`config.mk`:
```
export PLATFORM = sky130hd
export DESIGN_NAME = dzpu_back
export DESIGN_NICKNAME = d
export VERILOG_FILES = /design/src/design/dzpu_pkg.sv /design/src/design/dzpu_back.sv
export SDC_FILE = /design/constraint.sdc
export NUM_CORES = 1
export LEC_CHECK = 0
export BUFFER_PORTS_ARGS = -buffer_cell sky130_fd_sc_hd__buf_2
export CAP_MARGIN = 40
export CORE_MARGIN = 4
export CORE_UTILIZATION = 55
export CTS_CLUSTER_SIZE = 10
export DETAILED_ROUTE_END_ITERATION = 10
export HOLD_SLACK_MARGIN = 0.06
export PLACE_DENSITY = 0.89
export SLEW_MARGIN = 20
export SYNTH_ARGS = -nofsm -noshare
export SYNTH_HDL_FRONTEND = slang
export SYNTH_SLANG_ARGS = --single-unit
```
`constraint.sdc`:
```
create_clock -name clk -period 5.8 [get_ports clk]
set_input_delay 0.87 -clock clk [delete_from_list [all_inputs] [get_ports clk]]
set_output_delay 0.87 -clock clk [all_outputs]
set_load 0.05 [all_outputs]
```
`src/design/dzpu_pkg.sv`:
```
// Shared types and constants for the zone pixel upscaler.
// No dependencies; used by every module of the block.
package dzpu_pkg;

  localparam int COLOR_W = 16;
  localparam int COORD_W = 10;
  localparam int ZONE_W  = 5;
  localparam int PIXEL_W = 24;
  localparam int CFG_IDX_W  = 2;
  localparam int CFG_DATA_W = 8;

  localparam logic [7:0] RED_MASK   = 8'hF8;
  localparam logic [7:0] GREEN_MASK = 8'hFC;
  localparam logic [COLOR_W-1:0] BLACK565 = 16'h0000;

  typedef enum logic [CFG_IDX_W-1:0] {
    CFG_SCALING_MODE    = 2'd0,
    CFG_INPUT_FORMAT    = 2'd1,
    CFG_VERTICAL_OFFSET = 2'd2
  } cfg_idx_t;

  typedef enum logic [1:0] {
    MODE_FULL        = 2'd0,
    MODE_INNER       = 2'd1,
    MODE_LOWER_RIGHT = 2'd2,
    MODE_DIAGONAL    = 2'd3
  } mode_t;

  typedef enum logic {
    FMT_RGB888 = 1'b0,
    FMT_RGB565 = 1'b1
  } fmt_t;

  // One classified source pixel, handed from front to back.
  typedef struct packed {
    mode_t              mode;
    logic [COLOR_W-1:0] color;
    logic [COORD_W-1:0] x0;
    logic [COORD_W-1:0] y0;
    logic               zone_end;
  } job_t;

  // Queue status seen by both sides.
  typedef struct packed {
    logic full;
    logic empty;
  } q_status_t;

  function automatic logic [COLOR_W-1:0] to_rgb565(input fmt_t fmt,
                                                   input logic [PIXEL_W-1:0] px);
    logic [7:0] r;
    logic [7:0] g;
    logic [7:0] b;
    r = px[23:16] & RED_MASK;
    g = px[15:8] & GREEN_MASK;
    b = px[7:0];
    if (fmt == FMT_RGB565) begin
      return px[15:0];
    end
    return {r[7:3], g[7:2], b[7:3]};
  endfunction

endpackage

```
`src/design/dzpu_back.sv`:
```
// Back end: walks the SCALE x SCALE block of one queued pixel, applies the
// dot mask and drives the registered output beat. Depends on dzpu_pkg.
module dzpu_back #(
  parameter int SCALE = 4
) (
  input  logic                          clk,
  input  logic                          rst_n,
  input  dzpu_pkg::q_status_t           q_status,
  input  dzpu_pkg::job_t                q_job,
  output logic                          pop,
  output logic                          out_valid,
  input  logic                          out_ready,
  output logic [dzpu_pkg::COLOR_W-1:0]  out_color,
  output logic [dzpu_pkg::COORD_W-1:0]  panel_x,
  output logic [dzpu_pkg::COORD_W-1:0]  panel_y,
  output logic                          last_of_block,
  output logic                          last_of_zone
);

  localparam int SW = $clog2(SCALE);

  dzpu_pkg::job_t               cur_r;
  logic                         active_r;
  logic [SW-1:0]                i_r, i_nxt;
  logic [SW-1:0]                j_r, j_nxt;
  logic                         advance;
  logic                         last_beat;
  logic                         lit;
  logic [SW:0]                  ij_sum;

  logic                         out_valid_r;
  logic [dzpu_pkg::COLOR_W-1:0] out_color_r;
  logic [dzpu_pkg::COORD_W-1:0] out_x_r;
  logic [dzpu_pkg::COORD_W-1:0] out_y_r;
  logic                         out_last_r;
  logic                         out_zone_r;

  assign advance   = active_r && (!out_valid_r || out_ready);
  assign last_beat = (i_r == SW'(SCALE - 1)) && (j_r == SW'(SCALE - 1));
  assign pop       = !q_status.empty && (!active_r || (advance && last_beat));
  assign ij_sum    = {1'b0, i_r} + {1'b0, j_r};

  always_comb begin
    case (cur_r.mode)
      dzpu_pkg::MODE_INNER:
        lit = (i_r != '0) && (i_r != SW'(SCALE - 1)) &&
              (j_r != '0) && (j_r != SW'(SCALE - 1));
      dzpu_pkg::MODE_LOWER_RIGHT:
        lit = (i_r != '0) && (j_r != '0);
      dzpu_pkg::MODE_DIAGONAL:
        lit = (i_r == j_r) || (ij_sum == (SW + 1)'(SCALE - 1));
      default:
        lit = 1'b1;
    endcase
  end

  // column offset outer, row offset inner
  always_comb begin
    i_nxt = i_r;
    j_nxt = j_r;
    if (pop) begin
      i_nxt = '0;
      j_nxt = '0;
    end else if (advance) begin
      if (j_r == SW'(SCALE - 1)) begin
        j_nxt = '0;
        i_nxt = i_r + SW'(1);
      end else begin
        j_nxt = j_r + SW'(1);
      end
    end
  end

  always_ff @(posedge clk) begin
    if (!rst_n) begin
      active_r <= 1'b0;
      i_r      <= '0;
      j_r      <= '0;
    end else begin
      i_r <= i_nxt;
      j_r <= j_nxt;
      if (pop) begin
        active_r <= 1'b1;
      end else if (advance && last_beat) begin
        active_r <= 1'b0;
      end
    end
  end

  always_ff @(posedge clk) begin
    if (pop) begin
      cur_r <= q_job;
    end
  end

  always_ff @(posedge clk) begin
    if (!rst_n) begin
      out_valid_r <= 1'b0;
    end else if (advance) begin
      out_valid_r <= 1'b1;
    end else if (out_ready) begin
      out_valid_r <= 1'b0;
    end
  end

  always_ff @(posedge clk) begin
    if (advance) begin
      out_color_r <= lit ? cur_r.color : dzpu_pkg::BLACK565;
      out_x_r     <= cur_r.x0 + dzpu_pkg::COORD_W'(i_r);
      out_y_r     <= cur_r.y0 + dzpu_pkg::COORD_W'(j_r);
      out_last_r  <= last_beat;
      out_zone_r  <= last_beat && cur_r.zone_end;
    end
  end

  assign out_valid     = out_valid_r;
  assign out_color     = out_color_r;
  assign panel_x       = out_x_r;
  assign panel_y       = out_y_r;
  assign last_of_block = out_last_r;
  assign last_of_zone  = out_zone_r;

  a_zone_implies_block: assert property (@(posedge clk) disable iff (!rst_n)
    (out_valid_r && out_zone_r) |-> out_last_r)
    else $error("zone end flagged on a beat that does not end its block");
  a_idle_after_last: assert property (@(posedge clk) disable iff (!rst_n)
    (advance && last_beat && !pop) |=> !active_r)
    else $error("walker still active after final beat");
  a_fresh_job_starts: assert property (@(posedge clk) disable iff (!rst_n)
    pop |=> (active_r && i_r == '0 && j_r == '0))
    else $error("new pixel does not start at block origin");

endmodule

```
# Yosys cells after proc, flatten, opt, wreduce, memory -nomap -nowiden
# Cells that the tools add are included.
[op_classes] addsub=5 n_eq_ne=9 n_mux=6 bitwise_logic=1 reduce_logical=21
[op_table] operator="10-bit by 2-bit adder with 10-bit output" count=2
[op_table] operator="1-bit logical AND" count=9
[op_table] operator="2-bit equality test (second input constant)" count=4
[op_table] operator="2-bit nonzero test" count=4
[op_table] operator="2-bit by 1-bit adder with 2-bit output (second input constant)" count=2
[op_table] operator="1-bit two-way mux" count=4
[op_table] operator="2-bit inequality test (second input constant)" count=2
[op_table] operator="2-bit by 2-bit adder with 3-bit output" count=1
[op_table] operator="3-bit by 2-bit equality test with 1-bit output (second input constant)" count=1
[op_table] operator="1-bit zero test" count=3
[op_table] operator="1-bit logical OR" count=3
[op_table] operator="1-bit case mux with 3 select lines" count=1
[op_table] operator="2-bit by 1-bit equality test with 1-bit output (second input constant)" count=1
[op_table] operator="2-bit equality test" count=1
[op_table] operator="2-bit two-way mux" count=1
[op_table] operator="2-bit AND reduction" count=1
[op_table] operator="2-bit OR reduction" count=1
[op_table] operator="1-bit NOT" count=1
[totals] ff_bits=83 input_bits=44 output_inout_bits=40 wordCells=56

# Longest topological paths before layout
[depth] ltp_word=7 ltp_mapped=6 depth_no_buf=5

# Least setup slack after synthesis
# No wires, ideal clock.
[synth_timing] path_type="input-to-reg" startpoint="input out_ready" endpoint="register out_last_r, in the netlist last_of_block, enable pin" setup_time_ns=0.433 arrival_time_ns=2.544 t_required_ns=5.367 slack_ns=2.823 stages=2 n_path_buf=0 cell_sequence="nor2b_1 nor2_1"
[synth_via] elab_chain_cells=2
[synth_lines] element="start: declaration" line_no="dzpu_back.sv:12" text="input logic out_ready,"
[synth_lines] element="1-bit logical OR" line_no="dzpu_back.sv:38" text="assign advance = active_r && (!out_valid_r || out_ready);"
[synth_lines] element="1-bit logical AND" line_no="dzpu_back.sv:38"
[synth_lines] element="net advance" line_no="dzpu_back.sv:26" text="logic advance;"
[synth_lines] element="end signal: assignment" line_no="dzpu_back.sv:111" text="out_last_r <= last_beat;"
[synth_lines] element="end: declaration" line_no="dzpu_back.sv:35" text="logic out_last_r;"
# The timed path passes the listed nets, and every way through them passes these cells.
# A chain may end at the register's enable or synchronous reset.

# Final worst setup path
[layout_timing] startpoint="register j_r[1]" endpoint="output pop"
[layout_via] elab_chain_cells=5
[layout_lines] element="start: declaration" line_no="dzpu_back.sv:25" text="logic [SW-1:0] j_r, j_nxt;"
[layout_lines] element="start signal: assignment" line_no="dzpu_back.sv:81" text="j_r <= j_nxt;"
[layout_lines] element="2-bit equality test" line_no="dzpu_back.sv:39" text="assign last_beat = (i_r == SW'(SCALE - 1)) && (j_r == SW'(SCALE - 1));"
[layout_lines] element="1-bit logical AND" line_no="dzpu_back.sv:39"
[layout_lines] element="net last_beat" line_no="dzpu_back.sv:27" text="logic last_beat;"
[layout_lines] element="1-bit logical AND" line_no="dzpu_back.sv:40" text="assign pop = !q_status.empty && (!active_r || (advance && last_beat));"
[layout_lines] element="1-bit logical OR" line_no="dzpu_back.sv:40"
[layout_lines] element="1-bit logical AND" line_no="dzpu_back.sv:40"
[layout_lines] element="end: declaration" line_no="dzpu_back.sv:10" text="output logic pop,"
# The timed path passes the listed nets, and every way through them passes these cells.

==> out/metrics.yaml <==
initial_core_util: 0.581
cp-startpoint: "j_r[1]"
clock_sinks: 83
fin_crit_ns: 3.16
fin_area_sq_um: 4060
antenna_found_initial: 0
num_vias: 1920
cts_resized: 0
grt_pass1_vias: 1905
die_h_um: 85.5
critPathLaunchType: "flop"
worstPathCellList: "ha_1, and2_4, a21o_4, and2_2, buf_2"
ff2ff_setup_slack_ns: 3.64
grt_usage: 0.173
root_buffer: "clkbuf_8"
wl_per_cell_um: 16.1
htree_levels: 3
crit_buf_inv: 1
cts_setup_buffers: 0
drt-vias-per-instance: 5.26
synth.most_common_cell: "edfxtp_1"
finalSetupTns_ns: 0
first_pass_iters: 5
p_leak_nw: 1.58
nets: 345
grt_pass1_wl_um: 9580
syn_area_sq_um: 3300
numPortBuffers: 82
cts_tree: "yes"
p_per_area_nw_per_um2: 316
grt_start_max_net_pins: 26
design.core.area_sq_um: 5680
io_pins: 84
cp.depth: 5
die_w_um: 85.5
finalClockSkew_ns: 0.00791
drc: 0
dp_hpwl_um: 4210
cts_buffers: 9
synthXorXnorAreaFrac: 0.0425
crit_path_max_incr_delay_ns: 0.46
clk_pin_slew_worst_paths_ns: 0.07
synth_top_area_cell: "edfxtp_1"
critPathSlowestCell: "dfxtp_1"
ys_ff_latch: 83
ys_types: 32
synth_top_area_share: 0.701
drive_above_1_share: 0.369
required_ns: 4.93
critical_path_arrival_ns: 2.29
synth_top_family_by_area: "simple AND/OR/NAND/NOR gates"
whs_path_depth: 2
crit_type: "flop to primary output"
drv_slew: 0
peakVddDrop_v: 0.000173
rsz0062_at_grt: "no"
r2r-start: "i_r[0]"
detail_route.iter0.violations: 63
synth_edf_count: 77
end_kind: "primary output"
synth_adder_area_share: 0.0561
max-slew-margin-rel: 0.544
cts_hold_buf: 0
dpl-instance-area_sq_um: 3850
finalHoldViolations: 0
clk_latency_ns: 0.33
gr-total-overflow: 0
yosys-top-cells-count: "edfxtp_1, nor3b_1, inv_1"
cp_max_fo: 17
worstRegToRegCells: 5
synthArstFlopShare: 0
setup_viol: 0
muxShareOfSynthArea: 0
routed_wl_um: 5890
synth_compound_area_frac: 0.0360
diodes: 0
synth_nets: 252
routabilityCongestion: 0.819
synth-simple-area-share: 0.110
cts.path.max_buffers: 2
critPathTopFamily: "simple AND/OR/NAND/NOR gates"
syn_to_final_growth_pct: 22.9
synth.area.top_cells: "edfxtp_1, nor3b_1, ha_1"
holdCritPathClass: "flop to flop"
status: "finished clean"
yosysWarningCount: 0
synth_ff_type: "edfxtp_1"
die_area_sq_um: 7300
syn_inst: 195
max_freq_ghz: 0.317
period_share: 0.544
syn_area_per_cell_sq_um: 16.9
drv_cap: 0
row_count: 27
worstHoldStart: "active_r"
ant_nets: 0
ys_seq_area_frac: 0.737
worst_slew_pin_slew_ns: 0.683
==> layer usage <==
metal,track usage,vias to the layer above,share of wire
met5,0,-,0
met4,0.0806,0,0.013
met3,0.0320,8,0.060
met2,0.295,73,0.53
met1,0.214,920,0.40
li1,-,919,-
==> cell families (layout without fill, tap and decap cells) <==
kind of cell	Yosys count	count (layout)
and+or+nand+nor	54	54
buffers and inverters	14	112
AOI/OAI and AO/OA	15	15
DFF	83	83
adders and majority gates	13	13
xor gates and xnor gates	16	16
==> flip-flops by register name (all words and copies together), names as in the netlist <==
| signal | flops |
|---|---|
| j_r | 2 |
| i_r | 2 |
| last_of_zone | 1 |
| cur_r | 39 |
| panel_y | 10 |
| out_valid | 1 |
| out_color | 16 |
| panel_x | 10 |
| active_r | 1 |
| last_of_block | 1 |
==> final cells by class <==
cell class	instances	area, sq um
Fill cell	374	1620
Sequential cell	83	2430
Tap cell	72	90.1
Inverter	12	45.0
Clock inverter	5	77.6
Clock buffer	11	131
Timing Repair Buffer	84	465
Multi-Input combinational cell	98	813
==> stage by stage <==
stage | util | power [W] | hold slack [ns] | instances | setup slack (ns)
CTS | 0.715 | 0.00129 | 0.554 | 365 | 2.59
finish | 0.715 | 0.00128 | 0.556 | 365 | 2.64
floorplan | - | 0.000820 | 0.503 | 195 | 2.82
detailed placement | 0.678 | 0.000868 | 0.541 | 349 | 2.75
global route | 0.715 | 0.00133 | 0.585 | 365 | 2.50
global placement | 0.668 | 0.000856 | 0.525 | 347 | 2.44
==> layout by cell type, fill, tap and decap left out, types with 6 or more instances in the layout <==
cell type | Yosys | final
edfxtp_1 | 77 | 77
clkbuf_8 | 0 | 9
xor2_1 | 11 | 11
ha_1 | 10 | 10
nor2_1 | 7 | 6
dfxtp_1 | 6 | 6
buf_2 | 1 | 82
inv_1 | 12 | 12
nor3b_1 | 17 | 17
==> power by group <==
group,switching [W],total (W),leakage (nW),internal (W)
Combinational,0.000104,0.000145,0.690,0.0000405
Sequential,0.0000135,0.000709,0.785,0.000695
Clock,0.000187,0.000429,0.105,0.000242
Total,0.000305,0.00128,1.58,0.000977
==> tightest hold or removal path, cell delays in order, from the launching register on <==
cell and delay [ns]:
dfxtp_1 0.35, nand4_1 0.08, a221oi_1 0.07
==> final timing paths <==
kind,end
hold reg to reg,j_r[0]
hold / removal,j_r[0]
setup / recovery,pop
setup reg to reg,out_color[11]
No activity file was read; power rests on OpenSTA's default activity.
