===== src/design/dzpu_pkg.sv =====
// Shared types and constants for the zone pixel upscaler.
// No dependencies; used by every module of the block.
package dzpu_pkg;

  localparam int COLOR_W = 16;
  localparam int COORD_W = 10;
  localparam int ZONE_W  = 5;
  localparam int PIXEL_W = 24;
  localparam int CFG_IDX_W  = 2;
  localparam int CFG_DATA_W = 8;

  localparam logic [7:0] RED_MASK   = 8'hF8;
  localparam logic [7:0] GREEN_MASK = 8'hFC;
  localparam logic [COLOR_W-1:0] BLACK565 = 16'h0000;

  typedef enum logic [CFG_IDX_W-1:0] {
    CFG_SCALING_MODE    = 2'd0,
    CFG_INPUT_FORMAT    = 2'd1,
    CFG_VERTICAL_OFFSET = 2'd2
  } cfg_idx_t;

  typedef enum logic [1:0] {
    MODE_FULL        = 2'd0,
    MODE_INNER       = 2'd1,
    MODE_LOWER_RIGHT = 2'd2,
    MODE_DIAGONAL    = 2'd3
  } mode_t;

  typedef enum logic {
    FMT_RGB888 = 1'b0,
    FMT_RGB565 = 1'b1
  } fmt_t;

  // One classified source pixel, handed from front to back.
  typedef struct packed {
    mode_t              mode;
    logic [COLOR_W-1:0] color;
    logic [COORD_W-1:0] x0;
    logic [COORD_W-1:0] y0;
    logic               zone_end;
  } job_t;

  // Queue status seen by both sides.
  typedef struct packed {
    logic full;
    logic empty;
  } q_status_t;

  function automatic logic [COLOR_W-1:0] to_rgb565(input fmt_t fmt,
                                                   input logic [PIXEL_W-1:0] px);
    logic [7:0] r;
    logic [7:0] g;
    logic [7:0] b;
    r = px[23:16] & RED_MASK;
    g = px[15:8] & GREEN_MASK;
    b = px[7:0];
    if (fmt == FMT_RGB565) begin
      return px[15:0];
    end
    return {r[7:3], g[7:2], b[7:3]};
  endfunction

endpackage


===== src/design/dzpu_job_fifo.sv =====
// Two-entry queue of classified pixels between front and back.
// Depends on dzpu_pkg.
module dzpu_job_fifo (
  input  logic                 clk,
  input  logic                 rst_n,
  input  logic                 push,
  input  dzpu_pkg::job_t       wr_job,
  input  logic                 pop,
  output dzpu_pkg::job_t       rd_job,
  output dzpu_pkg::q_status_t  status
);

  dzpu_pkg::job_t mem [2];
  logic           wr_ptr_r, wr_ptr_nxt;
  logic           rd_ptr_r, rd_ptr_nxt;
  logic [1:0]     count_r, count_nxt;

  always_ff @(posedge clk) begin
    if (push) begin
      mem[wr_ptr_r] <= wr_job;
    end
  end

  assign rd_job = mem[rd_ptr_r];

  always_comb begin
    wr_ptr_nxt = push ? ~wr_ptr_r : wr_ptr_r;
    rd_ptr_nxt = pop ? ~rd_ptr_r : rd_ptr_r;
    count_nxt  = count_r;
    if (push && !pop) begin
      count_nxt = count_r + 2'd1;
    end else if (pop && !push) begin
      count_nxt = count_r - 2'd1;
    end
  end

  always_ff @(posedge clk) begin
    if (!rst_n) begin
      wr_ptr_r <= 1'b0;
      rd_ptr_r <= 1'b0;
      count_r  <= '0;
    end else begin
      wr_ptr_r <= wr_ptr_nxt;
      rd_ptr_r <= rd_ptr_nxt;
      count_r  <= count_nxt;
    end
  end

  assign status.full  = (count_r == 2'd2);
  assign status.empty = (count_r == 2'd0);

  a_no_overflow: assert property (@(posedge clk) disable iff (!rst_n)
    status.full |-> !push)
    else $error("push into full job queue");
  a_no_underflow: assert property (@(posedge clk) disable iff (!rst_n)
    status.empty |-> !pop)
    else $error("pop from empty job queue");
  a_ptr_count: assert property (@(posedge clk) disable iff (!rst_n)
    (count_r == 2'd0 || count_r == 2'd2) |-> (wr_ptr_r == rd_ptr_r))
    else $error("queue pointers disagree with fill count");

endmodule


===== config.mk =====
export PLATFORM = sky130hd
export DESIGN_NAME = dzpu_job_fifo
export DESIGN_NICKNAME = d
export VERILOG_FILES = /design/src/design/dzpu_pkg.sv /design/src/design/dzpu_job_fifo.sv
export SDC_FILE = /design/constraint.sdc
export NUM_CORES = 1
export LEC_CHECK = 0
export BUFFER_PORTS_ARGS = -buffer_cell sky130_fd_sc_hd__buf_2
export CORE_MARGIN = 2
export CORE_UTILIZATION = 35
export CTS_CLUSTER_SIZE = 16
export DETAILED_ROUTE_END_ITERATION = 6
export PLACE_DENSITY = 0.57
export SLEW_MARGIN = 5
export SYNTH_ARGS = -nofsm -noshare
export SYNTH_HDL_FRONTEND = slang
export SYNTH_SLANG_ARGS = --single-unit
export TNS_END_PERCENT = 5

===== constraint.sdc =====
create_clock -name clk -period 2.6 [get_ports clk]
set_clock_uncertainty 0.1 [all_clocks]
set_input_delay 0.52 -clock clk [delete_from_list [all_inputs] [get_ports clk]]
set_output_delay 0.52 -clock clk [all_outputs]
set_load 0.02 [all_outputs]

## After elaboration in Yosys (flattened, before gate mapping)

Memory sizes are Yosys's and may differ from the RTL's. A register that Yosys moved wholly into a read port is not among the register bits.
Index checks and enable logic that the tools add are counted.

- Register bits: 4
- RAM bits: 78
- Input bits: 43
- Memories: 1

- Add/sub/neg operators: 2
- Eq/ne operators: 1
- Mux-type cells: 6
- Bitwise logic cells: 2
- Reduce and logical (&&, ||, !) cells: 6

Memory list:

| name | depth | width | rd ports | clocked after memory_dff | wr ports | line | source |
|---|---|---|---|---|---|---|---|
| mem | 2 | 39 | 1 | 1 | 1 | dzpu_job_fifo.sv:13 | `dzpu_pkg::job_t mem [2];` |

Operator list:

| operator | count |
|---|---|
| $mux W1 | 4 |
| $mux W2 | 2 |
| $add A2 B1 Y2 const B | 1 |
| $eq A2 B2 Y1 const B | 1 |
| $logic_and A1 B1 Y1 | 2 |
| $logic_not A1 Y1 | 2 |
| $logic_not A2 Y1 | 1 |
| $not A1 Y1 | 2 |
| $reduce_bool A2 Y1 | 1 |
| $sub A2 B1 Y2 const B | 1 |

## Longest topological paths before layout

Gate-level depths: netlist (run 1).

- Word-level depth: 4
- Mapped depth: 5
- Mapped depth without buffers: 5

## Worst setup path before layout (run 1)

No wires, ideal clock.

- Path kind: input to register
- From: input push
- To: memory mem[0][0] (netlist name), enable pin
- Library setup time: 0.441 ns
- Data arrival time: 2.298 ns
- Slack: -0.239 ns
- Stages on the path: 1
- Cell sequence: nor2b_1

- Cells in the longest elaborated chain, start to end: 2

Ends and longest elaborated chain:

| what | line | source |
|---|---|---|
| from (decl) | dzpu_job_fifo.sv:6 | `input logic push,` |
| $mux W1 | dzpu_job_fifo.sv:19 | `if (push) begin` |
| $mux W1 (not written as such) | dzpu_job_fifo.sv:20 | `mem[wr_ptr_r] <= wr_job;` |
| to (decl) | dzpu_job_fifo.sv:13 |  |

Every way passes these cells.

==> results of run 1 <==
-- registers in the layout (all words and copies together) (netlist names), named ones only --
register and cells:
wr_ptr_r 1, rd_ptr_r 1, count_r 2, mem 78
-- worst max-delay path, stage by stage (launching register included) --
cell,delay (ps)
sky130_fd_sc_hd__dfxtp_2,530
sky130_fd_sc_hd__buf_12,250
sky130_fd_sc_hd__mux2_2,370
sky130_fd_sc_hd__buf_2,160
-- synth_stat cells --
library cell	count	share of area [%]
sky130_fd_sc_hd__xnor2_1	1	0.29
sky130_fd_sc_hd__buf_6	1	0.37
sky130_fd_sc_hd__o21a_1	1	0.25
sky130_fd_sc_hd__and2b_2	1	0.29
sky130_fd_sc_hd__mux2_2	39	14
sky130_fd_sc_hd__dfxtp_1	5	3.3
sky130_fd_sc_hd__inv_1	1	0.12
sky130_fd_sc_hd__xor2_1	2	0.58
sky130_fd_sc_hd__a21boi_1	1	0.25
sky130_fd_sc_hd__nor2_1	1	0.12
sky130_fd_sc_hd__buf_2	2	0.33
sky130_fd_sc_hd__o21ai_0	1	0.17
sky130_fd_sc_hd__ha_1	1	0.41
sky130_fd_sc_hd__buf_4	1	0.25
sky130_fd_sc_hd__and2_1	4	0.83
sky130_fd_sc_hd__edfxtp_1	78	77
sky130_fd_sc_hd__nor2b_1	2	0.41
sky130_fd_sc_hd__or3_1	1	0.21
-- metal layers --
| metal | track usage, % | vias to the layer above | part of all wire (%) | routed length, um |
|---|---|---|---|---|
| met5 | 0 | - | 0 | 0 |
| met4 | 6.826 | 0 | 2.5 | 129 |
| met3 | 4.697 | 12 | 7.0 | 358 |
| met2 | 18.00 | 61 | 48 | 2451 |
| met1 | 13.69 | 757 | 43 | 2210 |
| li1 | - | 741 | - | - |
-- logic make-up after synthesis --
family / share of synthesized area [%]
AOI/OAI and AO/OA: 0.6609
and+or+nand+nor: 1.859
DFF: 80.63
muxes: 14.50
buffers and inverters: 1.074
xor gates and xnor gates: 0.8676
adders and majority gates: 0.4130
-- metrics by stage --
| stage | hold slack, ps | instance area, sq um |
|---|---|---|
| 5_1_grt | 226.0 | 3814 |
| 3_5_place_dp | 401.0 | 3605 |
| 6_report | 253.3 | 3814 |
| 4_1_cts | 231.2 | 3814 |
| 2_1_floorplan | 366.2 | 3032 |
| 3_3_place_gp | 386.7 | 3605 |
-- cell type report --
class                   count  area [sq um]  area share (%)
repair buffers             86         462.9           12.14
well taps                 105         131.4           3.445
clock inverters             5         77.57           2.034
multi-input cells          55         563.0           14.76
inverters                   1         3.754         0.09843
flip-flops and latches     83          2444           64.07
clock buffers              11         131.4           3.445
-- power groups by stage --
stage / clock (W) / combinational [W] / sequential, W
global placement: 0 / 0.000360 / 0.00159
detailed placement: 0 / 0.000364 / 0.00160
global route: 0.00105 / 0.000387 / 0.00157
finish: 0.000962 / 0.000357 / 0.00157
CTS: 0.000996 / 0.000365 / 0.00157
floorplan: 0 / 0.000235 / 0.00159
-- worst max path at each step --
stage          slack [ps]    endpoint
6_report              330   rd_job[0]
5_1_grt               220  rd_job[20]
4_1_cts               270  rd_job[20]
3_5_place_dp          660  rd_job[20]
3_3_place_gp          670  rd_job[20]
2_1_floorplan         500   mem[0][0]
==> Flow_metrics.wiki, run 1 <==
{| class="wikitable"
! Metric !! Value
|-
| Result of the run || completed
|-
| Post-Route Utilization || 45.95%
|-
| Achievable Freq || 0.4402 GHz
|-
| Via count of the first global-routing pass || 1594
|-
| Post-synth net total || 187
|-
| Distinct cells, synth || 18
|-
| Die outline height || 97.03 um
|-
| Worst-skew pair later-pin latency || 340 ps
|-
| Antenna diode count || 0
|-
| Resized Gates After CTS || 0
|-
| Critical path arrival || 1650 ps
|-
| Clock root buffer master || sky130_fd_sc_hd__clkbuf_8
|-
| Number of failing hold endpoints at the final stage || 0
|-
| Share of power burned in the clock network || 33.3%
|-
| Static Leakage || 1.438 nW
|-
| RSZ-0062 raised after global routing || false
|-
| Total power after layout || 0.002885 W
|-
| Setup crit end kind || output pin
|-
| R2R Setup Slk || 1140 ps
|-
| Mapped cell area || 3029 sq um
|-
| Critical path start-end classification || flip-flop to output pin
|-
| Worst slew margin relative to its limit || 64.58%
|-
| Largest vdd supply drop || 0.0003276 V
|-
| Launch point of the worst reg-to-reg path || wr_ptr_r
|-
| Number of fill cells || 740
|-
| DRC || 0
|-
| Internal Pwr Total || 0.002235 W
|-
| Flop and latch count out of synthesis || 83
|-
| Post-layout worst setup margin || 328.4 ps
|-
| Global route total overflow || 0
|-
| Area enclosed by the die boundary || 9415 sq um
|-
| Hold path endpoint || mem[1][2]
|-
| Power share of the combinational group || 12.4%
|-
| Synth-to-layout area growth || 25.90%
|-
| Max-capacitance violation count || 0
|-
| Reported net switching power || 0.0006509 W
|-
| Buffers on Ports || 83
|-
| Final net count || 280
|-
| Fraction of layout instances using a drive strength above 1 || 58.92%
|-
| R2R depth || 2
|-
| Wire length of the first global-routing pass || 8148 um
|-
| Core Footprint || 8299 sq um
|-
| Power per cell area || 756.6 nW/um^2
|-
| Clk pin slew, worst setup/hold paths || 80 ps
|-
| Count of endpoints failing setup in the final report || 0
|-
| Top-Level Pins || 84
|-
| Critical path required time || 1980 ps
|-
| Final GP Congestion || 0.6681
|-
| Count of hold buffers inserted by post-cts repair || 0
|-
| Slew of the pin with the lowest slew margin || 531.3 ps
|-
| Peak fanout along the critical path || 28
|-
| Core Rows || 33
|-
| Worst hold start || wr_job[2]
|-
| Via/cell ratio || 4.540
|-
| Number of vias in the routed layout || 1571
|-
| Sequential fraction of design power || 54.3%
|-
| Kind of launch point of the worst setup path || flip-flop
|-
| Final critical delay including setup and external delays || 2272 ps
|-
| Average cell area after synthesis || 21.18 sq um
|-
| Final instance count without filler cells || 346
|-
| CTS H-Tree Depth || 3
|-
| Net switching share of the total power || 22.56%
|-
| Aggregate negative setup slack || 0 ps
|-
| Fraction of the cycle the final worst path needs || 87.37%
|-
| Clk buf depth || 2
|-
| Most common cell after layout, fill and taps aside || sky130_fd_sc_hd__buf_2
|-
| Post-detailed-routing wire length || 5149 um
|-
| Synthesized instance count || 143
|-
| Clock buffers created by TritonCTS || 9
|-
| Detailed placement HPWL || 3411 um
|-
| CTS sink count || 83
|-
| Final ANT Viol Nets || 0
|-
| Sequential share of the synthesized area || 80.63%
|-
| Leading cell types in the layout, fill and taps excluded || sky130_fd_sc_hd__buf_2 (83), sky130_fd_sc_hd__edfxtp_1 (78), sky130_fd_sc_hd__mux2_2 (39)
|-
| Violation count after the first detailed-routing iteration || 40
|-
| Worst reg2reg endpoint || mem[1][33]
|-
| Routed length per instance || 14.88 um
|-
| Largest net degree at the start of global routing || 40
|-
| TritonCTS clock tree || yes
|-
| First-pass detailed-route iteration total || 4
|-
| Post CTS Setup Buffer Count || 0
|-
| Setup slack at placement || 657.6 ps
|-
| Overall fraction of global-route tracks in use || 11.65%
|-
| Antenna violations before repair || 0
|-
| Type of the worst min-delay path || input port to flip-flop
|-
| Hold path depth || 1
|-
| Initial standard-cell utilization of the core || 36.50%
|-
| Pins Over Slew Limit || 0
|-
| Cell Count Post-Placement || 330
|-
| Horiz. Die Dim || 97.03 um
|-
| Number of warnings printed during yosys synthesis || 0
|}
(Power assumes the default switching activity.)
==> run 2: changes to the inputs <==
==> constraint.sdc (replaced) <==
create_clock -name clk -period 2.05 [get_ports clk]
set_clock_uncertainty 0.1 [all_clocks]
set_input_delay 0.41 -clock clk [delete_from_list [all_inputs] [get_ports clk]]
set_output_delay 0.41 -clock clk [all_outputs]
set_load 0.02 [all_outputs]
==> Flow_metrics.wiki, run 2 (synthesis results as in run 1) <==
{| class="wikitable"
! Metric !! Value
|-
| Result of the run || completed
|-
| Aggregate negative setup slack || 0 ps (unchanged)
|-
| Worst reg2reg endpoint || mem[1][19]
|-
| Routed length per instance || 14.97 um (+0.62%)
|-
| Setup slack at placement || 363.6 ps (-294.0 ps)
|-
| Wire length of the first global-routing pass || 8280 um (+1.6%)
|-
| Hold path endpoint || mem[0][14]
|-
| Number of failing hold endpoints at the final stage || 0 (unchanged)
|-
| Largest vdd supply drop || 0.0003113 V (-5.0%)
|-
| Initial standard-cell utilization of the core || 36.50% (unchanged)
|-
| Synth-to-layout area growth || 25.65%
|-
| Launch point of the worst reg-to-reg path || wr_ptr_r
|-
| Antenna diode count || 0 (unchanged)
|-
| Kind of launch point of the worst setup path || flip-flop
|-
| Power per cell area || 940.5 nW/um^2 (+24%)
|-
| Leading cell types in the layout, fill and taps excluded || sky130_fd_sc_hd__buf_2 (83), sky130_fd_sc_hd__edfxtp_1 (78), sky130_fd_sc_hd__mux2_2 (39)
|-
| Final ANT Viol Nets || 0 (unchanged)
|-
| RSZ-0062 raised after global routing || false
|-
| Violation count after the first detailed-routing iteration || 44 (+10%)
|-
| Setup crit end kind || output pin
|-
| Core Footprint || 8299 sq um (unchanged)
|-
| Horiz. Die Dim || 97.03 um (unchanged)
|-
| Fraction of the cycle the final worst path needs || 95.61%
|-
| TritonCTS clock tree || yes
|-
| Most flop-heavy register || mem
|-
| Static Leakage || 1.438 nW (about the same)
|-
| Clk pin slew, worst setup/hold paths || 90 ps (about the same)
|-
| Worst slew margin relative to its limit || 78.37% (+14 points)
|-
| Number of flip-flops under the largest register name || 78 (unchanged)
|-
| Die outline height || 97.03 um (unchanged)
|-
| Clk buf depth || 2 (unchanged)
|-
| Max-capacitance violation count || 0 (unchanged)
|-
| Fraction of layout instances using a drive strength above 1 || 60.66% (+1.7 points)
|-
| Hold path depth || 1 (unchanged)
|-
| First-pass detailed-route iteration total || 4 (unchanged)
|-
| Most common cell after layout, fill and taps aside || sky130_fd_sc_hd__buf_2
|-
| Achievable Freq || 0.5102 GHz
|-
| Critical path required time || 1540 ps (-440 ps)
|-
| Final GP Congestion || 0.6313 (-5.5%)
|-
| Type of the worst min-delay path || input port to flip-flop
|-
| R2R depth || 2 (unchanged)
|-
| Via count of the first global-routing pass || 1682 (+5.5%)
|-
| Global route total overflow || 0 (unchanged)
|-
| Post-detailed-routing wire length || 5226 um (+1.5%)
|-
| Area enclosed by the die boundary || 9415 sq um (unchanged)
|-
| Count of hold buffers inserted by post-cts repair || 0 (unchanged)
|-
| Worst hold start || wr_job[14]
|-
| Antenna violations before repair || 0 (unchanged)
|-
| Finished Cell Area || 3806 sq um (-0.20%)
|-
| Peak fanout along the critical path || 16 (-43%)
|-
| CTS H-Tree Depth || 3 (unchanged)
|-
| R2R Setup Slk || 780 ps (-360 ps)
|-
| Final critical delay including setup and external delays || 1960 ps
|-
| Clock root buffer master || sky130_fd_sc_hd__clkbuf_8
|-
| Count of endpoints failing setup in the final report || 0 (unchanged)
|-
| Placed cell area || 3602 sq um (about the same)
|-
| DRC || 0 (unchanged)
|-
| Registers with the most flip-flops || mem: 78 flops, count_r: 2 flops
|-
| Post-layout worst setup margin || 90.06 ps (-238.3 ps)
|-
| Critical path arrival || 1450 ps (-200 ps)
|-
| Largest net degree at the start of global routing || 24 (-40%)
|-
| Worst-skew pair later-pin latency || 340 ps (about the same)
|-
| Detailed placement HPWL || 3498 um (+2.6%)
|-
| Top-Level Pins || 84 (unchanged)
|-
| Overall fraction of global-route tracks in use || 11.49% (-0.15 points)
|-
| Buffers on Ports || 83 (unchanged)
|-
| Final net count || 283 (+1.1%)
|-
| Slew of the pin with the lowest slew margin || 324.5 ps (-206.8 ps)
|-
| Number of vias in the routed layout || 1569 (-0.13%)
|-
| Clock buffers created by TritonCTS || 9 (unchanged)
|-
| Core Rows || 33 (unchanged)
|-
| Via/cell ratio || 4.496 (-0.99%)
|-
| Critical path start-end classification || flip-flop to output pin
|-
| CTS sink count || 83 (unchanged)
|-
| Pins Over Slew Limit || 0 (unchanged)
|}
## run 2: cell count changes in the layout (fill, tap and decap cells not counted)
cell	previous run	this run
sky130_fd_sc_hd__buf_6	0	1
sky130_fd_sc_hd__clkinv_1	1	0
sky130_fd_sc_hd__bufinv_16	2	1
sky130_fd_sc_hd__clkinv_4	1	2
sky130_fd_sc_hd__inv_6	0	1
sky130_fd_sc_hd__buf_12	2	0
sky130_fd_sc_hd__clkinvlp_4	0	2
sky130_fd_sc_hd__clkbuf_1	2	0
sky130_fd_sc_hd__buf_4	1	5
## run 2: worst max-delay path by stage
stage / startpoint / to / slack (ps) / cells after the start
3_3_place_gp: flip-flop / rd_job[30] / 370 / 3
4_1_cts: flip-flop / rd_job[20] / 40 / 3
6_report: flip-flop / rd_job[20] / 90 / 3
2_1_floorplan: push / mem[0][0] / 60 / 1
5_1_grt: flip-flop / rd_job[7] / 10 / 3
3_5_place_dp: flip-flop / rd_job[2] / 360 / 3
## run 2: metrics by stage
step / instances / hold WS (ps) / util (%) / power, W
2_1_floorplan: 143 / 366.2 / - / 0.002308
3_3_place_gp: 333 / 386.9 / 43.40 / 0.002476
3_5_place_dp: 333 / 399.7 / 43.40 / 0.002483
4_1_cts: 349 / 124.2 / 45.86 / 0.003648
5_1_grt: 349 / 119.8 / 45.86 / 0.003740
6_report: 349 / 149.9 / 45.86 / 0.003580
## run 2: repair_timing
action | in CTS | in global routing
resized for setup | 1 | 0
setup buffers | 0 | 0
setup endpoints to repair | 13 | 0
## run 2: power by group
part / switching [W] / internal, W
sequential: 0.0000243 / 0.00195
combinational: 0.000263 / 0.000196
clock: 0.000576 / 0.000568
total: 0.000863 / 0.00272
## run 2: cell type report
| type | count | area [sq um] |
|---|---|---|
| Tap cell | 105 | 131.4 |
| Clock buffer | 9 | 123.9 |
| Multi-Input combinational cell | 55 | 563.0 |
| Inverter | 1 | 3.754 |
| Timing Repair Buffer | 89 | 464.2 |
| Fill cell | 757 | 4493 |
| Clock inverter | 7 | 76.32 |
| Sequential cell | 83 | 2444 |
## run 2: critical path, stage by stage, from the launching register on
cell and delay, ps:
sky130_fd_sc_hd__dfxtp_2 340, sky130_fd_sc_hd__buf_4 240, sky130_fd_sc_hd__mux2_2 380, sky130_fd_sc_hd__buf_2 160
## run 2: routing by layer
| layer | GRT usage, % | part of all wire, % | vias up |
|---|---|---|---|
| met2 | 17.63 | 48 | 55 |
| met1 | 14.23 | 45 | 763 |
| met5 | 0 | 0 | - |
| li1 | - | - | 743 |
| met3 | 4.118 | 5.5 | 8 |
| met4 | 6.176 | 1.7 | 0 |
==> run 3: changes to the inputs <==
--- a/config.mk
+++ b/config.mk
@@ -6,11 +6,13 @@
 export NUM_CORES = 1
 export LEC_CHECK = 0
 export BUFFER_PORTS_ARGS = -buffer_cell sky130_fd_sc_hd__buf_2
+export CELL_PAD_IN_SITES_DETAIL_PLACEMENT = 0
+export CELL_PAD_IN_SITES_GLOBAL_PLACEMENT = 2
 export CORE_MARGIN = 2
-export CORE_UTILIZATION = 35
+export CORE_UTILIZATION = 33
 export CTS_CLUSTER_SIZE = 16
 export DETAILED_ROUTE_END_ITERATION = 6
-export PLACE_DENSITY = 0.57
+export PLACE_DENSITY = 0.72
 export SLEW_MARGIN = 5
 export SYNTH_ARGS = -nofsm -noshare
 export SYNTH_HDL_FRONTEND = slang
==> Flow_metrics.wiki, run 3 (synthesis results as in run 1) <==
{| class="wikitable"
! Metric !! Value
|-
| Fraction of layout instances using a drive strength above 1 || 59.67% (-0.98 points)
|-
| Peak fanout along the critical path || 19 (+3)
|-
| Slew of the pin with the lowest slew margin || 396.1 ps (+71.64 ps)
|-
| Clk buf depth || 2 (unchanged)
|-
| Overall fraction of global-route tracks in use || 11.52% (+0.023 points)
|-
| Placed cell area || 3616 sq um (+0.38%)
|-
| Final critical delay including setup and external delays || 1977 ps (+17.49 ps)
|-
| Result of the run || completed
|-
| Via/cell ratio || 4.526 (+0.66%)
|-
| Largest vdd supply drop || 0.0003023 V (-2.9%)
|-
| Most flop-heavy register || mem
|-
| Leading cell types in the layout, fill and taps excluded || sky130_fd_sc_hd__buf_2 (83), sky130_fd_sc_hd__edfxtp_1 (78), sky130_fd_sc_hd__mux2_2 (39)
|-
| Aggregate negative setup slack || 0 ps (unchanged)
|-
| Final GP Congestion || 0.6775 (+7.3%)
|-
| Die outline height || 99.81 um (+2.9%)
|-
| Critical path start-end classification || flip-flop to output pin
|-
| Pins Over Slew Limit || 0 (unchanged)
|-
| Global route total overflow || 0 (unchanged)
|-
| Final ANT Viol Nets || 0 (unchanged)
|-
| Power per cell area || 965.6 nW/um^2 (+2.7%)
|-
| R2R depth || 2 (unchanged)
|-
| First-pass detailed-route iteration total || 4 (unchanged)
|-
| Category of cells accounting for the largest share of critical-path delay || flip-flops
|-
| Critical path cell sequence || clkbuf_16 > mux2_2 > buf_2
|-
| Worst slew margin relative to its limit || 73.59% (-4.8 points)
|-
| Core Rows || 34 (+3.0%)
|-
| Number of vias in the routed layout || 1593 (+1.5%)
|-
| Post-detailed-routing wire length || 5649 um (+8.1%)
|-
| R2R Setup Slk || 690 ps (-90 ps)
|-
| Worst-skew pair later-pin latency || 340 ps (about the same)
|-
| Routed length per instance || 16.05 um (+7.2%)
|-
| Number of failing hold endpoints at the final stage || 0 (unchanged)
|-
| Wire length of the first global-routing pass || 8342 um (+0.75%)
|-
| Setup crit end kind || output pin
|-
| Hold path depth || 1 (unchanged)
|-
| Most common cell after layout, fill and taps aside || sky130_fd_sc_hd__buf_2
|-
| Core Footprint || 8806 sq um (+6.1%)
|-
| Clock buffers created by TritonCTS || 9 (unchanged)
|-
| Worst hold start || wr_job[16]
|-
| Finished Cell Area || 3861 sq um (+1.4%)
|-
| Number of buffers and inverters on the critical path || 2 (unchanged)
|-
| Via count of the first global-routing pass || 1658 (-1.4%)
|-
| Kind of launch point of the worst setup path || flip-flop
|-
| RSZ-0062 raised after global routing || false
|-
| Hold path endpoint || mem[1][16]
|-
| Static Leakage || 1.452 nW (+0.97%)
|-
| Clk pin slew, worst setup/hold paths || 80 ps (about the same)
|-
| Clock root buffer master || sky130_fd_sc_hd__clkbuf_8
|-
| Max-capacitance violation count || 0 (unchanged)
|-
| Buffers on Ports || 83 (unchanged)
|-
| Number of flip-flops under the largest register name || 78 (unchanged)
|-
| Slowest stage cell on the critical path || sky130_fd_sc_hd__dfxtp_2
|-
| Worst reg2reg endpoint || mem[1][25]
|-
| Synth-to-layout area growth || 27.47%
|-
| Fraction of the cycle the final worst path needs || 96.46% (+0.85 points)
|-
| Registers with the most flip-flops || mem: 78 flops, count_r: 2 flops
|-
| Violation count after the first detailed-routing iteration || 28 (-36%)
|-
| Horiz. Die Dim || 99.81 um (+2.9%)
|-
| Launch point of the worst reg-to-reg path || wr_ptr_r
|-
| Antenna violations before repair || 1 (+1)
|-
| Type of the worst min-delay path || input port to flip-flop
|-
| Count of endpoints failing setup in the final report || 0 (unchanged)
|-
| Maximum single-stage delay on the critical path || 390 ps (about the same)
|-
| TritonCTS clock tree || yes
|-
| Top-Level Pins || 84 (unchanged)
|-
| Largest net degree at the start of global routing || 40 (+67%)
|-
| CTS sink count || 83 (unchanged)
|-
| Critical path arrival || 1470 ps (+20 ps)
|-
| CTS H-Tree Depth || 3 (unchanged)
|-
| Area enclosed by the die boundary || 9962 sq um (+5.8%)
|-
| Critical path required time || 1540 ps (about the same)
|-
| Detailed placement HPWL || 3523 um (+0.73%)
|-
| Achievable Freq || 0.5057 GHz (-0.88%)
|-
| Resized Gates After CTS || 0 (-1)
|-
| Final net count || 282 (-0.35%)
|-
| Initial standard-cell utilization of the core || 34.40% (-2.1 points)
|-
| DRC || 0 (unchanged)
|}
-- run 3: metrics by stage --
step / total power (W) / std cells / hold WS (ps) / worst slack, ps / util (%)
final: 0.003728 / 352 / 148.9 / 72.58 / 43.85
after global routing: 0.003893 / 351 / 119.0 / 2.494 / 43.82
after CTS: 0.003769 / 350 / 128.7 / 24.95 / 43.54
after detailed placement: 0.002492 / 334 / 408.3 / 414.3 / 41.06
after global placement: 0.002485 / 334 / 389.0 / 415.3 / 41.06
after floorplan: 0.002308 / 143 / 366.2 / 60.36 / -
-- run 3: timing repair --
action | 4_1_cts | 5_1_grt
endpoints found under the setup margin | 0 | 12
buffers inserted | 0 | 0
hold buffers | 0 | 0
-- run 3: how the worst max path moves through the flow --
stage               cells past startpoint       from    endpoint  slack, ps
floorplan                               1       push   mem[0][0]         60
global placement                        3  flip-flop  rd_job[12]        420
detailed placement                      3  flip-flop  rd_job[12]        410
CTS                                     3  flip-flop  rd_job[12]         20
global route                            3  flip-flop  rd_job[21]          2
finish                                  3  flip-flop  rd_job[20]         70
-- run 3: layer usage --
metal,up-vias,global-route usage (%),part of all wire (%)
met4,0,6.639,1.7
met2,56,17.93,47
li1,747,-,-
met3,9,3.830,6.9
met5,-,0,0
met1,781,14.08,44
-- run 3: layout make-up --
cell class              count  area, sq um
clock inverters             5        86.33
repair buffers             88        495.5
clock buffers              11        131.4
fillers                   801         4945
well taps                 108        135.1
multi-input cells          55        563.0
inverters                   1        3.754
flip-flops and latches     83         2444
diodes                      1        2.502
-- run 3: worst reg2reg max path, cell delays in order (launching register included) --
cell and delay, ps:
sky130_fd_sc_hd__dfxtp_1 390, sky130_fd_sc_hd__and2_2 170, sky130_fd_sc_hd__buf_4 350
-- run 3: where the power goes --
group | internal [W] | total [W] | switching, W
Combinational | 0.000209 | 0.000479 | 0.000270
Clock | 0.000695 | 0.00127 | 0.000575
Sequential | 0.00195 | 0.00198 | 0.0000270
